### config.mk
export PLATFORM = sky130hd
export DESIGN_NAME = run_length_sprite_frame_decoder_core
export DESIGN_NICKNAME = d
export VERILOG_FILES = /design/src/rtl/rlsd_pkg.sv /design/src/rtl/run_length_sprite_frame_decoder_core.sv
export SDC_FILE = /design/constraint.sdc
export NUM_CORES = 1
export LEC_CHECK = 0
export ABC_CLOCK_PERIOD_IN_PS = 6500
export BUFFER_PORTS_ARGS = -buffer_cell sky130_fd_sc_hd__buf_2
export CORE_MARGIN = 5
export CORE_UTILIZATION = 45
export DETAILED_ROUTE_END_ITERATION = 7
export PLACE_DENSITY = 0.65
export SLEW_MARGIN = 20
export SYNTH_ARGS = -nofsm -noshare
export SYNTH_HDL_FRONTEND = slang
export SYNTH_SLANG_ARGS = --single-unit
### constraint.sdc
create_clock -name clk -period 6.5 [get_ports clk]
set_input_delay 1.3 -clock clk [delete_from_list [all_inputs] [get_ports clk]]
set_output_delay 1.3 -clock clk [all_outputs]
set_load 0.005 [all_outputs]
### src/rtl/rlsd_pkg.sv
// Shared types and constants for the run-length sprite frame decoder.
`timescale 1ns / 1ps
package rlsd_pkg;

  localparam int LINES_PER_BLOCK = 32;
  localparam int BLOCK_COUNT     = 4;
  localparam int HDR_WORDS       = BLOCK_COUNT + 1;
  localparam int HDR_BYTES       = 2 * HDR_WORDS;
  localparam int FIFO_DEPTH      = 4;
  localparam int FIFO_AW         = $clog2(FIFO_DEPTH);

  localparam logic [7:0]  MARKER_LO    = 8'h0A;
  localparam logic [7:0]  MARKER_HI    = 8'h00;
  localparam logic [7:0]  REPEAT_BASE  = 8'h80;
  localparam logic [7:0]  LITERAL_BASE = 8'hBF;
  localparam logic [8:0]  CODE_SPAN    = 9'd256;
  localparam logic [15:0] POS_MAX      = 16'hFFFF;
  localparam logic [23:0] TOTAL_MAX    = 24'hFFFFFF;
  localparam logic [15:0] WIDTH_MAX    = 16'd2047;

  localparam logic KIND_RUN     = 1'b0;
  localparam logic KIND_SUMMARY = 1'b1;

  localparam logic [1:0] ST_OK        = 2'd0;
  localparam logic [1:0] ST_NO_HEADER = 2'd1;
  localparam logic [1:0] ST_BAD_WIDTH = 2'd2;
  localparam logic [1:0] ST_TRUNCATED = 2'd3;

  typedef enum logic [1:0] {
    MODE_CODE    = 2'd0,
    MODE_REPEAT  = 2'd1,
    MODE_LITERAL = 2'd2
  } parse_mode_t;

  typedef struct packed {
    logic [7:0] data_byte;
    logic       frame_end;
  } in_item_t;

  typedef struct packed {
    logic        item_kind;
    logic        is_transparent;
    logic [7:0]  palette_index;
    logic [6:0]  run_length;
    logic [1:0]  frame_status;
    logic [10:0] frame_width;
    logic [23:0] pixel_total;
    logic        is_last;
  } out_item_t;

endpackage

### src/rtl/run_length_sprite_frame_decoder_core.sv
// Top level: byte-wise run-length sprite frame decoder with output queue.
`timescale 1ns / 1ps
// One frame byte is taken per cycle while in_stall is low. Header, code
// parsing, per-block pixel counting and the end-of-frame width check all
// settle in the cycle of the transfer; results are registered into a 4-entry
// output queue. A byte gives at most one run; the last byte of a frame adds a
// summary, so it queues up to two results. The queue drains one result per
// cycle while out_stall is low, and input stalls while fewer than two entries
// are free. Sustained rate: one byte per cycle while the output side keeps up.
module run_length_sprite_frame_decoder_core (
  input  logic                 clk,
  input  logic                 rst_n,
  input  logic                 in_valid,
  output logic                 in_stall,
  input  rlsd_pkg::in_item_t   in_data,
  output logic                 out_valid,
  input  logic                 out_stall,
  output rlsd_pkg::out_item_t  out_data
);
  import rlsd_pkg::*;

  logic [15:0]  pos_r, pos_nxt;
  logic [15:0]  offs_r [HDR_WORDS];
  logic [15:0]  offs_nxt [HDR_WORDS];
  parse_mode_t  mode_r, mode_nxt;
  logic [6:0]   lit_r, lit_nxt;
  logic [5:0]   rep_r, rep_nxt;
  logic [15:0]  cnt_r [BLOCK_COUNT];
  logic [15:0]  cnt_nxt [BLOCK_COUNT];
  logic [23:0]  total_r, total_nxt;
  logic         hdr_ok_r, hdr_ok_nxt;

  logic         accept;
  logic [7:0]   byte_in;
  logic         run_vld;
  logic         sum_vld;
  out_item_t    run_item;
  out_item_t    sum_item;
  logic         do_count;
  logic [6:0]   pix_n;
  logic [24:0]  total_sum;
  logic [15:0]  blk_w [BLOCK_COUNT];
  logic         alive;
  logic         mismatch;
  logic [15:0]  wid;
  logic [1:0]   status;

  out_item_t              fifo_r [FIFO_DEPTH];
  logic [FIFO_AW-1:0]     wr_ptr_r, rd_ptr_r;
  logic [FIFO_AW:0]       count_r, count_nxt;
  logic                   pop;
  logic [1:0]             n_push;
  out_item_t              push_a;

  assign accept    = in_valid && !in_stall;
  assign byte_in   = in_data.data_byte;
  assign in_stall  = (count_r > (FIFO_AW+1)'(FIFO_DEPTH - 2));
  assign out_valid = (count_r != '0);
  assign out_data  = fifo_r[rd_ptr_r];
  assign pop       = out_valid && !out_stall;

  always_comb begin
    pos_nxt    = pos_r;
    mode_nxt   = mode_r;
    lit_nxt    = lit_r;
    rep_nxt    = rep_r;
    total_nxt  = total_r;
    hdr_ok_nxt = hdr_ok_r;
    for (int w = 0; w < HDR_WORDS; w++) offs_nxt[w] = offs_r[w];
    for (int b = 0; b < BLOCK_COUNT; b++) cnt_nxt[b] = cnt_r[b];
    run_vld  = 1'b0;
    sum_vld  = 1'b0;
    run_item = '0;
    sum_item = '0;
    do_count = 1'b0;
    pix_n    = '0;
    total_sum = '0;
    alive    = 1'b1;
    mismatch = 1'b0;
    wid      = '0;
    status   = ST_OK;
    for (int i = 0; i < BLOCK_COUNT; i++) blk_w[i] = '0;

    if (accept) begin
      if (pos_r < 16'(HDR_BYTES)) begin
        for (int w = 0; w < HDR_WORDS; w++) begin
          if (pos_r == 16'(2 * w)) begin
            offs_nxt[w] = {8'h00, byte_in};
          end else if (pos_r == 16'(2 * w + 1)) begin
            offs_nxt[w] = {byte_in, offs_r[w][7:0]};
          end
        end
        if (pos_r == 16'd1) begin
          hdr_ok_nxt = (offs_r[0][7:0] == MARKER_LO) && (byte_in == MARKER_HI);
        end
      end else if (hdr_ok_r) begin
        unique case (mode_r)
          MODE_REPEAT: begin
            run_vld                 = 1'b1;
            run_item.palette_index  = byte_in;
            run_item.run_length     = {1'b0, rep_r};
            rep_nxt                 = '0;
            mode_nxt                = MODE_CODE;
          end
          MODE_LITERAL: begin
            run_vld                 = 1'b1;
            run_item.palette_index  = byte_in;
            run_item.run_length     = 7'd1;
            lit_nxt                 = lit_r - 7'd1;
            if (lit_r == 7'd1) mode_nxt = MODE_CODE;
          end
          default: begin
            priority if (byte_in >= LITERAL_BASE) begin
              lit_nxt  = 7'(CODE_SPAN - {1'b0, byte_in});
              pix_n    = lit_nxt;
              do_count = 1'b1;
              mode_nxt = MODE_LITERAL;
            end else if (byte_in >= REPEAT_BASE) begin
              rep_nxt  = 6'(LITERAL_BASE - byte_in);
              pix_n    = {1'b0, rep_nxt};
              do_count = 1'b1;
              mode_nxt = MODE_REPEAT;
            end else if (byte_in != 8'h00) begin
              pix_n                   = byte_in[6:0];
              do_count                = 1'b1;
              run_vld                 = 1'b1;
              run_item.is_transparent = 1'b1;
              run_item.run_length     = byte_in[6:0];
            end
          end
        endcase
      end

      if (do_count) begin
        for (int b = 0; b < BLOCK_COUNT; b++) begin
          if (offs_r[b] <= pos_r && pos_r < offs_r[b+1]) begin
            cnt_nxt[b] = cnt_r[b] + 16'(pix_n);
          end
        end
      end

      if (run_vld) begin
        total_sum = {1'b0, total_r} + 25'(run_item.run_length);
        total_nxt = total_sum[24] ? TOTAL_MAX : total_sum[23:0];
      end

      if (pos_r != POS_MAX) pos_nxt = pos_r + 16'd1;

      if (in_data.frame_end) begin
        for (int i = 0; i < BLOCK_COUNT; i++) begin
          if (offs_nxt[i+1] == '0) alive = 1'b0;
          if (alive) blk_w[i] = 16'(cnt_nxt[i] / LINES_PER_BLOCK);
        end
        for (int i = 0; i + 1 < BLOCK_COUNT; i++) begin
          if (blk_w[i+1] != '0 && blk_w[i] != blk_w[i+1]) mismatch = 1'b1;
        end
        wid = mismatch ? '0 : blk_w[0];

        priority if (pos_nxt < 16'(HDR_BYTES) || !hdr_ok_nxt) begin
          status = ST_NO_HEADER;
          wid    = '0;
        end else if (wid == '0 || wid > WIDTH_MAX) begin
          status = ST_BAD_WIDTH;
          wid    = '0;
        end else if (mode_nxt != MODE_CODE) begin
          status = ST_TRUNCATED;
        end else begin
          status = ST_OK;
        end

        sum_vld               = 1'b1;
        sum_item.item_kind    = KIND_SUMMARY;
        sum_item.frame_status = status;
        sum_item.frame_width  = wid[10:0];
        sum_item.pixel_total  = total_nxt;
        sum_item.is_last      = 1'b1;

        pos_nxt    = '0;
        mode_nxt   = MODE_CODE;
        lit_nxt    = '0;
        rep_nxt    = '0;
        total_nxt  = '0;
        hdr_ok_nxt = 1'b0;
        for (int w = 0; w < HDR_WORDS; w++) offs_nxt[w] = '0;
        for (int b = 0; b < BLOCK_COUNT; b++) cnt_nxt[b] = '0;
      end
    end
    run_item.item_kind = KIND_RUN;
  end

  assign n_push    = {1'b0, run_vld} + {1'b0, sum_vld};
  assign push_a    = run_vld ? run_item : sum_item;
  assign count_nxt = count_r + (FIFO_AW+1)'(n_push) - (FIFO_AW+1)'(pop);

  always_ff @(posedge clk) begin
    if (!rst_n) begin
      pos_r    <= '0;
      mode_r   <= MODE_CODE;
      lit_r    <= '0;
      rep_r    <= '0;
      total_r  <= '0;
      hdr_ok_r <= 1'b0;
      for (int w = 0; w < HDR_WORDS; w++) offs_r[w] <= '0;
      for (int b = 0; b < BLOCK_COUNT; b++) cnt_r[b] <= '0;
      wr_ptr_r <= '0;
      rd_ptr_r <= '0;
      count_r  <= '0;
    end else begin
      pos_r    <= pos_nxt;
      mode_r   <= mode_nxt;
      lit_r    <= lit_nxt;
      rep_r    <= rep_nxt;
      total_r  <= total_nxt;
      hdr_ok_r <= hdr_ok_nxt;
      for (int w = 0; w < HDR_WORDS; w++) offs_r[w] <= offs_nxt[w];
      for (int b = 0; b < BLOCK_COUNT; b++) cnt_r[b] <= cnt_nxt[b];
      wr_ptr_r <= wr_ptr_r + FIFO_AW'(n_push);
      rd_ptr_r <= rd_ptr_r + FIFO_AW'(pop);
      count_r  <= count_nxt;
    end
  end

  always_ff @(posedge clk) begin
    if (n_push != 2'd0) fifo_r[wr_ptr_r] <= push_a;
    if (n_push == 2'd2) fifo_r[wr_ptr_r + FIFO_AW'(1)] <= sum_item;
  end

endmodule
* Word level (Yosys, flattened, before mapping)
Memories as Yosys holds them, arrays and structs flattened. A register that Yosys moved wholly into a read port is not among the register bits.
Cells that the tools add are included.
** Operators by class
- Magnitude comparators :: 14
- Multiplexer cells :: 136
- Equality and inequality tests :: 22
- $add $sub $neg :: 15
- Bitwise operators :: 9
- Reductions and logical operators :: 35
** Operators with widths (count)
- $mux W16 :: 39
- $mux W80 :: 4
- $mux W64 :: 3
- $logic_not A16 Y1 :: 6
- $mux W7 :: 13
- $mux W38 :: 2
- $mux W24 :: 3
- $mux W11 :: 6
- $add A16 B7 Y16 :: 4
- $eq A16 B3 Y1 const B :: 4
- $le A16 B16 Y1 :: 4
- $lt A16 B16 Y1 :: 4
- $mux W55 :: 1
- $ne A16 B16 Y1 :: 3
- $reduce_bool A16 Y1 :: 3
- $mux W1 :: 44
- $eq A16 B2 Y1 const B :: 2
- $eq A16 B4 Y1 const B :: 2
- $lt A16 B4 Y1 const B :: 2
- $mux W6 :: 5
- $pmux W7 S2 :: 2
- $add A24 B7 Y25 :: 1
- $mux W2 :: 11
- $add A16 B1 Y16 const B :: 1
- 34 further kinds :: 62
** Word-level totals
- Memory bits (writable) :: 364
- Input port bits :: 13
- Memories kept :: 3
- Word-level logic and storage cells :: 243
- Output and inout bits :: 57
- Register bits :: 63
** Memory list
- fifo_r :: words 4, bits a word 55, read ports 1, clocked after Yosys merged registers in 1, wr ports 2, RTL line run_length_sprite_frame_decoder_core.sv:48 : out_item_t fifo_r [FIFO_DEPTH];
- offs_r :: words 5, bits a word 16, read ports 5, clocked after Yosys merged registers in 0, wr ports 5, RTL line run_length_sprite_frame_decoder_core.sv:23 : logic [15:0] offs_r [HDR_WORDS];
- cnt_r :: words 4, bits a word 16, read ports 4, clocked after Yosys merged registers in 0, wr ports 4, RTL line run_length_sprite_frame_decoder_core.sv:28 : logic [15:0] cnt_r [BLOCK_COUNT];

* Logic depth before layout (Yosys ltp)
Gate-level depths: netlist of the first run.
- Depth in word-level cells :: 34
- Mapped depth :: 25
- Gate-level depth less buffers :: 23

* Least setup slack after synthesis of the first run
No wires, ideal clock.
- Path kind :: in2reg
- Start point :: input in_data[1] (netlist bit)
- End point :: memory fifo_r[0][37] (netlist bit), data pin
- Arrival time :: 6049 ps
- Setup slack :: 183 ps
- Required time :: 6232 ps
- Library setup time :: 268 ps
- Stages :: 24
- Buffers on the path :: 3
- Cell sequence :: clkbuf_1 inv_1 ha_1 or3b_1 o21ai_2 a21o_1 buf_6 nor2_2 clkbuf_1 xor2_1 ha_1 a21o_1 a21oi_1 o221ai_1 a31oi_1 nor4_1 xor2_1 or3_1 a221oi_1 o2111ai_1 nor4_1 o32ai_2 nor4_2 nor2_1
** RTL lines
- start, declared :: RTL line run_length_sprite_frame_decoder_core.sv:15 : input rlsd_pkg::in_item_t in_data,
- end, declared :: RTL line run_length_sprite_frame_decoder_core.sv:48

==> results.json, run 1 <==
{
  "ios": 70,
  "drive_above_1_share_pct": 15.8,
  "dieArea_mm2": 0.0606,
  "wl_met2_um": 35900,
  "fillerInstances": 4970,
  "wl_per_cell_um": 20.9,
  "num-nets-final": 2943,
  "grt_setup_unrepaired": "false",
  "required_ns": 6.89,
  "post-synth-top-area-cell": "dfxtp_1",
  "synth_top_area_share_pct": 21.6,
  "slew_violations": 0,
  "cp.arrival_ns": 6.42,
  "antenna_found_initial": 0,
  "first_pass_iters": 7,
  "post-route-period-util_pct": 92.7,
  "synth-edff-count": 152,
  "vdd_drop_max_mv": 0.208,
  "syn_area_per_cell_um2": 9.32,
  "setup_viol": 0,
  "htree_num_levels": 2,
  "endpoint_kind": "flip-flop",
  "timing.hold.ws_ns": 0.456,
  "maxSlewHeadroom_pct": 28.1,
  "root_buffer": "clkbuf_16",
  "track_usage_pct": 23.9,
  "num_rows": 86,
  "synth_area_leaders": "dfxtp_1 (22%), edfxtp_1 (18%), ha_1 (6.6%)",
  "yosysUniqueCellTypes": 106,
  "clkLatencyLatePin_ns": 0.60,
  "synth_ff_type": "dfxtp_1",
  "fmax_mhz": 166,
  "synth_warnings": 0,
  "die-width_um": 246,
  "dp_hpwl_um": 51400,
  "yosys_register_bits": 423,
  "period_needed_ns": 6.03,
  "grt_pass1_vias": 21117,
  "tightestPinTransition_ns": 1.07,
  "cts.sinks": 423,
  "powerDensity_mw_per_mm2": 234,
  "finalNonFillerCells": 3584,
  "cts_tree": "yes",
  "dr_wl_met3_um": 4500,
  "critPathLaunchType": "input port",
  "n_antenna_cell": 0,
  "finalHoldViolations": 0,
  "cts_buffer_depth": 3,
  "crit_fanout": 35,
  "grt_pass1_wl_um": 117000,
  "numPlacedInstances": 3494,
  "p_leak_nw": 10.1,
  "grt_overflow": 0,
  "syn_inst": 2691,
  "numCtsBuffers": 48,
  "drt_iter0_markers": 1756,
  "die_h_um": 246,
  "async_reset_ff_share_pct": 0,
  "syn-cell-area_mm2": 0.0251,
  "place_congestion": 0.928,
  "port_buffers": 69,
  "critPathKind": "in2reg",
  "initial_core_util_pct": 45.4,
  "drc": 0,
  "clk_pin_slew_ns": 0.06,
  "wirelength_um": 74900,
  "syn_to_final_growth_pct": 14.3,
  "grt_max_degree": 122,
  "route.layer.met1.wl_um": 32000,
  "drtAntennaViolNets": 0,
  "via_per_inst": 6.05,
  "ys_seq_area_share_pct": 39.8,
  "drv_cap": 0,
  "syn_nets": 2838,
  "hold_path_class": "reg2reg",
  "skew_ns": 0.0188,
  "coreArea_mm2": 0.0552,
  "vias": 21699,
  "highest_layer": "met4",
  "outcome": "finished clean"
}
## worst max-delay path, stage by stage
cell      delay, ns
buf_2          0.14
inv_1          0.08
ha_1           0.17
or3b_1         0.42
o21ai_0        0.21
xor2_1         0.21
nor2_2         0.11
ha_1           0.42
o211ai_1       0.17
a21oi_1        0.24
nor2b_1        0.25
a311oi_4       0.18
nor4_1         0.40
xor2_1         0.25
nand2_1        0.09
nor4bb_1       0.36
o311ai_1       0.22
nor4_4         0.40
o32ai_4        0.21
buf_6          0.24
nor4_1         0.34
## sequential cells by signal (all words and copies together), names as in the netlist, 2 cells and up
register and flops:
cnt_r 64, count_r 3, fifo_r 216, lit_r 7, mode_r 2, offs_r 80
pos_r 16, rd_ptr_r 2, rep_r 6, total_r 24, wr_ptr_r 2
## Yosys cell counts (41+ instances only)
master    count
mux4_2       54
dfxtp_1     271
nor2_1      214
xor2_1       44
nor3_1       41
o21ai_0     137
nor4_1       89
edfxtp_1    152
clkbuf_1    151
nand2_1     177
ha_1        132
xnor2_1      66
nand3_1     131
a22oi_1     119
a22o_1       50
nor2b_1     155
a21oi_1     141
inv_1        86
## cells in the final DEF (no fill, tap or decap), types with 11 or more instances in the layout
cell type,count
nand2_1,176
clkinv_2,12
ha_1,132
edfxtp_1,152
xnor2_1,66
a31oi_1,23
nor3b_1,13
and2_1,36
a22o_1,50
nor2b_1,155
mux4_2,54
nand4_1,31
buf_2,68
o22ai_1,11
nor2_1,211
and3_1,22
inv_1,86
nand3_1,131
o21ai_0,136
dfxtp_1,269
or3_1,18
clkbuf_16,50
nor3_1,40
a21boi_0,31
a21oi_1,138
a22oi_1,119
buf_4,169
nand2b_1,19
nor4_1,88
a21o_1,15
xor2_1,44
clkbuf_1,12
## final cells by class
| cell class | instances | area, µm² | area share, % |
|---|---|---|---|
| clock inverter | 22 | 258 | 0.899 |
| inverter | 89 | 334 | 1.17 |
| multi-input combinational | 1994 | 14100 | 49.2 |
| tap | 748 | 936 | 3.27 |
| sequential | 423 | 10000 | 34.9 |
| clock buffer | 68 | 1380 | 4.81 |
| timing repair buffer | 240 | 1650 | 5.76 |
## repair_timing
item                       in CTS  in global routing
hold buffers                    0                  0
setup endpoints to repair       0                 49
gates resized for setup         0                  9
setup buffers                   0                  0
## through the flow
step	setup TNS [ns]	util (%)	worst slack, ns	instance area [µm²]	power, mW
final	0	51.9	0.474	28700	6.70
after global routing	0	51.9	0.0333	28700	6.95
after CTS	0	51.8	0.198	28600	6.76
after detailed placement	-14.39	48.9	-0.386	27000	3.96
after global placement	-5.17	48.9	-0.126	27000	3.94
after floorplan	0	-	0.183	25100	3.57
## cell families after synthesis
| group | share of synthesized area [%] |
|---|---|
| and+or+nand+nor | 21.3 |
| AOI/OAI and AO/OA | 18.1 |
| DFF | 39.8 |
| buffers and inverters | 4.33 |
| adders and majority gates | 6.86 |
| xor gates and xnor gates | 4.07 |
| muxes | 5.50 |
## routing by layer
layer  global-route usage [%]  vias up
met5                        0        -
met4                     7.96        0
met3                     3.14      149
met2                     40.8      733
met1                     31.5    10615
li1                         -    10202
## power by group
part | total (mW) | switching (mW) | internal [mW] | leakage [nW]
logic | 1.00 | 0.603 | 0.401 | 5.81
clock network | 2.80 | 1.16 | 1.65 | 0.800
registers | 2.89 | 0.0987 | 2.79 | 3.52
total | 6.70 | 1.86 | 4.84 | 10.1
## path summary, 6_finish.rpt
check                              startpoint  slack, ns       endpoint  depth (start not counted)
worst max register to register       pos_r[7]       0.54  fifo_r[0][30]                         20
worst min register to register  fifo_r[0][40]       0.46  fifo_r[0][40]                          2
worst min-delay path            fifo_r[0][40]       0.46  fifo_r[0][40]                          2
worst max-delay path               in_data[1]       0.47  fifo_r[0][30]                         21
(Power assumes the default switching activity.)
==> run 2: changes to the inputs <==
BUFFER_PORTS_ARGS = unset   (was -buffer_cell sky130_fd_sc_hd__buf_2)
DONT_BUFFER_PORTS = 1   (was unset)
PLACE_DENSITY = 0.64   (was 0.65)
==> results.json, run 2 (synthesis gave the netlist of run 1 again) <==
{
  "outcome": "finished clean",
  "numCtsBuffers": 48,
  "skew_ns": 0.0176,
  "first_pass_iters": 6,
  "p_sw_share_pct": 27.1,
  "critPathLaunchType": "flip-flop",
  "via_per_inst": 6.17,
  "required_ns": 6.96,
  "post-route-period-util_pct": 93.5,
  "tightestPinTransition_ns": 1.08,
  "drv_cap": 0,
  "vdd_drop_max_mv": 0.167,
  "num-nets-final": 2796,
  "root_buffer": "clkbuf_16",
  "place_area_mm2": 0.0261,
  "cp.arrival_ns": 6.53,
  "cts_buffer_depth": 3,
  "crit_fanout": 8,
  "p_switching_mw": 1.76,
  "largest_register_ffs": 216,
  "multi_input_area_mm2": 0.0141,
  "grt_overflow": 0,
  "wirelength_um": 73800,
  "dp_hpwl_um": 49500,
  "mostFrequentLayoutCells": "dfxtp_1 (269), nor2_1 (213), nand2_1 (176)",
  "final_area_mm2": 0.0277,
  "ios": 70,
  "fillerInstances": 5038,
  "power_frac_clock_pct": 42.2,
  "n_antenna_cell": 0,
  "syn_to_final_growth_pct": 10.3,
  "cts_hold_buf": 0,
  "clk_pin_slew_ns": 0.06,
  "hold_path_class": "reg2reg",
  "crit_start": "pos_r[4]",
  "antenna_found_initial": 0,
  "drc": 0,
  "worstHoldStart": "fifo_r[1][42]",
  "endpoint_kind": "flip-flop",
  "grt_pass1_vias": 20662,
  "setup_viol": 0,
  "drt_iter0_markers": 1974,
  "port_buffers": 0,
  "drive_above_1_share_pct": 11.0,
  "dieArea_mm2": 0.0606,
  "regArea_mm2": 0.00999,
  "internal-power_mw": 4.72,
  "die_h_um": 246,
  "vias": 21195,
  "drtAntennaViolNets": 0,
  "comb_power_share_pct": 13.3,
  "largest_register": "fifo_r",
  "r2r_slack_ns": 0.42,
  "place_congestion": 0.922,
  "htree_num_levels": 2,
  "cts_tree": "yes",
  "die-width_um": 246,
  "postCtsSetupBuffers": 0,
  "coreArea_mm2": 0.0552,
  "wl_per_cell_um": 21.5,
  "num_rows": 86,
  "grt_max_degree": 208,
  "utilization_pct": 50.1,
  "initial_core_util_pct": 45.4,
  "critPathKind": "reg2reg",
  "p_leak_nw": 9.43,
  "cts_resized": 0,
  "grt_setup_unrepaired": "false",
  "slew_violations": 0,
  "powerDensity_mw_per_mm2": 234,
  "seq_power_share_pct": 44.5,
  "final_common_cell": "dfxtp_1",
  "clkLatencyLatePin_ns": 0.60,
  "grt_pass1_wl_um": 117000,
  "period_needed_ns": 6.08,
  "finalHoldViolations": 0,
  "track_usage_pct": 23.8,
  "maxSlewHeadroom_pct": 27.3,
  "fmax_mhz": 165,
  "cts.sinks": 423,
  "r2r-start": "pos_r[4]",
  "largestRegisters": "fifo_r (216), offs_r (80), cnt_r (64)"
}
==> run 2: cell count changes in the layout (fill, tap and decap cells not counted), sizes merged <==
| cell | delta |
|---|---|
| buf | -147 |
| clkinvlp | -1 |
| clkbuf | -4 |
| bufinv | -1 |
| clkinv | +1 |
| inv | +2 |
==> run 2: power groups by stage <==
stage	Sequential, mW	Clock, mW	Combinational, mW
after floorplan	2.87	0	0.698
after global placement	2.93	0	0.856
after detailed placement	2.94	0	0.869
after CTS	2.88	2.78	0.870
after global routing	2.89	2.91	0.938
final	2.88	2.73	0.864
==> run 2: path summary, 6_finish.rpt <==
check	cells past startpoint	endpoint
worst min-delay path	2	fifo_r[1][42]
worst max-delay path	21	fifo_r[1][36]
worst max register to register	21	fifo_r[1][36]
worst min register to register	2	fifo_r[1][42]
==> run 2: worst max-delay path: stages, from the launching register on <==
cell and delay [ns]:
dfxtp_1 0.37, nor3_1 0.55, and4_4 0.39, nand2_1 0.15
nand2_1 0.30, nor2_1 0.16, buf_4 0.19, ha_1 0.43
o2111ai_1 0.25, nor2_1 0.15, nand2_1 0.05, o31ai_1 0.21
nand4_1 0.26, o21a_1 0.29, or2_1 0.34, mux2i_1 0.16
o22a_1 0.21, nor4_1 0.42, buf_4 0.20, o32ai_4 0.12
o41ai_2 0.49, and2_1 0.21
==> run 2: metal layers <==
layer | vias up | share of wire (%) | GRT usage (%)
li1 | 9905 | - | -
met1 | 10291 | 43 | 32.2
met2 | 857 | 47 | 39.0
met3 | 142 | 6.9 | 3.83
met4 | 0 | 3.2 | 7.93
met5 | - | 0 | 0
==> run 2: metrics by stage <==
step           worst slack, ns  cells  power (mW)  setup TNS [ns]  hold slack (ns)
6_report                 0.422   3434        6.47               0            0.452
5_1_grt                0.00268   3434        6.73               0            0.478
4_1_cts                  0.475   3434        6.53               0            0.455
3_5_place_dp           -0.0524   3347        3.81          -0.262            0.440
3_3_place_gp            0.0830   3347        3.79               0            0.428
2_1_floorplan            0.183   2691        3.57               0            0.420
==> run 2: layout make-up <==
type                    instances  share of cell area [%]
multi-input cells            1994                    50.8
repair buffers                 93                    2.75
inverters                      89                    1.21
flip-flops and latches        423                    36.1
clock inverters                23                   0.809
well taps                     748                    3.38
clock buffers                  64                    4.92
==> run 3: changes to the inputs <==
CAP_MARGIN = 5   (was unset)
PLACE_DENSITY = unset   (was 0.64)
PLACE_DENSITY_LB_ADDON = 0.3   (was unset)
==> results.json, run 3 (synthesis gave the netlist of run 1 again) <==
{
  "grt_pass1_wl_um": 113000,
  "worstPathCellList": "o21ai_0 -> buf_4 -> nand2_1 -> nand2_1 -> a21oi_1 -> ha_1 -> ha_1 -> a21o_1 -> a21oi_1 -> o221ai_1 -> a31oi_1 -> buf_4 -> nor4_1 -> xor2_1 -> xor3_1 -> o32ai_1 -> a22oi_1 -> nor4_1 -> buf_4 -> o32ai_4 -> buf_4 -> nor4_1",
  "vias": 21125,
  "first_pass_iters": 5,
  "slew_violations": 0,
  "fmax_mhz": 160,
  "powerDensity_mw_per_mm2": 236,
  "postCtsSetupBuffers": 0,
  "htree_num_levels": 2,
  "initial_core_util_pct": 45.4,
  "dp_hpwl_um": 49000,
  "post-route-period-util_pct": 95.9,
  "port_buffers": 0,
  "cp_slowest_cell": "a21oi_1",
  "mostFrequentLayoutCells": "dfxtp_1 (269), nor2_1 (211), nand2_1 (176)",
  "largest_register": "fifo_r",
  "clkLatencyLatePin_ns": 0.60,
  "crit_fanout": 44,
  "cts_tree": "yes",
  "outcome": "finished clean",
  "p_sw_share_pct": 27.2,
  "cp.arrival_ns": 6.63,
  "ios": 70,
  "hold_end": "fifo_r[1][42]",
  "period_needed_ns": 6.23,
  "finalNonFillerCells": 3432,
  "via_per_inst": 6.16,
  "setup_viol": 0,
  "final_area_mm2": 0.0277,
  "numCtsBuffers": 48,
  "critPathKind": "reg2reg",
  "die-width_um": 246,
  "grt_overflow": 0,
  "r2r_slack_ns": 0.27,
  "drt_iter0_markers": 1972,
  "cts.sinks": 423,
  "hold_depth": 2,
  "numPlacedInstances": 3342,
  "endpoint_kind": "flip-flop",
  "cts_hold_buf": 0,
  "reg2reg_to": "fifo_r[1][27]",
  "required_ns": 6.89,
  "num_rows": 86,
  "antenna_found_initial": 0,
  "seq_power_share_pct": 43.9,
  "cts_buffer_depth": 3,
  "reg2reg_depth": 22,
  "skew_ns": 0.0243,
  "cts_resized": 0,
  "grt_max_degree": 208,
  "largestRegisters": "fifo_r (216), offs_r (80), cnt_r (64)",
  "worstHoldStart": "fifo_r[1][42]",
  "r2r-start": "pos_r[3]",
  "finalHoldViolations": 0,
  "num-nets-final": 2791,
  "drc": 0,
  "grt_pass1_vias": 20366,
  "track_usage_pct": 22.9,
  "root_buffer": "clkbuf_16",
  "clk_pin_slew_ns": 0.06,
  "comb_power_share_pct": 13.4,
  "dieArea_mm2": 0.0606,
  "grt_setup_unrepaired": "false",
  "power_frac_clock_pct": 42.6,
  "place_congestion": 0.922,
  "syn_to_final_growth_pct": 10.3,
  "internal-power_mw": 4.75,
  "final_common_cell": "dfxtp_1",
  "largest_register_ffs": 216,
  "drive_above_1_share_pct": 10.7,
  "vdd_drop_max_mv": 0.195,
  "p_leak_nw": 9.37,
  "coreArea_mm2": 0.0552,
  "max_stage_delay_ns": 0.67,
  "n_antenna_cell": 0,
  "finalSetupTns_ns": 0,
  "p_switching_mw": 1.77,
  "drtAntennaViolNets": 0,
  "critPathLaunchType": "flip-flop",
  "wirelength_um": 71600,
  "wl_per_cell_um": 20.9,
  "tightestPinTransition_ns": 1.05,
  "cpMostUsedCell": "buf_4",
  "place_area_mm2": 0.0260,
  "drv_cap": 0,
  "fillerInstances": 5031,
  "die_h_um": 246,
  "hold_path_class": "reg2reg",
  "maxSlewHeadroom_pct": 29.5
}
## run 3: cell count changes in the layout (fill, tap and decap cells not counted), moves of 3 or more
cell,delta
clkinvlp_2,+3
clkinv_2,-9
buf_12,-3
clkbuf_8,-4
clkinvlp_4,+3
clkinv_1,+7
## run 3: how the worst max path moves through the flow
stage | start | to | slack, ns | cells after the start
after global placement | in_data[1] | fifo_r[3][37] | 0.03 | 23
after global routing | pos_r[3] | fifo_r[1][27] | 0.03 | 22
after CTS | in_data[1] | fifo_r[1][27] | 0.36 | 21
final | pos_r[3] | fifo_r[1][27] | 0.27 | 22
after detailed placement | in_data[1] | fifo_r[1][27] | -0.20 | 20
after floorplan | in_data[1] | fifo_r[0][37] | 0.18 | 24
## run 3: power by group through the flow
stage | clock network [mW] | logic, mW | registers [mW]
6_report | 2.78 | 0.876 | 2.87
5_1_grt | 2.94 | 0.946 | 2.88
4_1_cts | 2.82 | 0.880 | 2.87
3_5_place_dp | 0 | 0.877 | 2.93
3_3_place_gp | 0 | 0.865 | 2.92
2_1_floorplan | 0 | 0.698 | 2.87
## run 3: final cells by class
class                      instances  area [µm²]  share of cell area, %
clock buffer                      62        1320                   4.76
sequential                       423        9990                   36.1
multi-input combinational       1994       14100                   50.9
tap                              748         936                   3.38
clock inverter                    28         304                   1.10
timing repair buffer              88         686                   2.48
inverter                          89         334                   1.21
## run 3: routing by layer
| layer | track usage [%] | wire length [µm] | part of all wire (%) |
|---|---|---|---|
| met2 | 38.6 | 34200 | 48 |
| met4 | 7.37 | 2110 | 3.0 |
| met3 | 3.71 | 4680 | 6.5 |
| met1 | 30.2 | 30600 | 43 |
| met5 | 0 | 0 | 0 |
## run 3: worst max-delay path: cells and delay by family (launching register included)
kind | cells | cell delay, ns
AOI/OAI and AO/OA | 9 | 1.73
and+or+nand+nor | 5 | 1.39
buffers and inverters | 4 | 0.93
xor gates and xnor gates | 2 | 0.80
DFF | 1 | 0.63
adders and majority gates | 2 | 0.54
## run 3: per-stage QoR
stage | util, % | power (mW) | setup slack [ns] | hold WS [ns]
floorplan | - | 3.57 | 0.183 | 0.420
global placement | 47.1 | 3.79 | 0.0300 | 0.429
detailed placement | 47.1 | 3.81 | -0.201 | 0.441
CTS | 50.1 | 6.57 | 0.360 | 0.455
global route | 50.1 | 6.77 | 0.0262 | 0.475
finish | 50.1 | 6.53 | 0.266 | 0.452
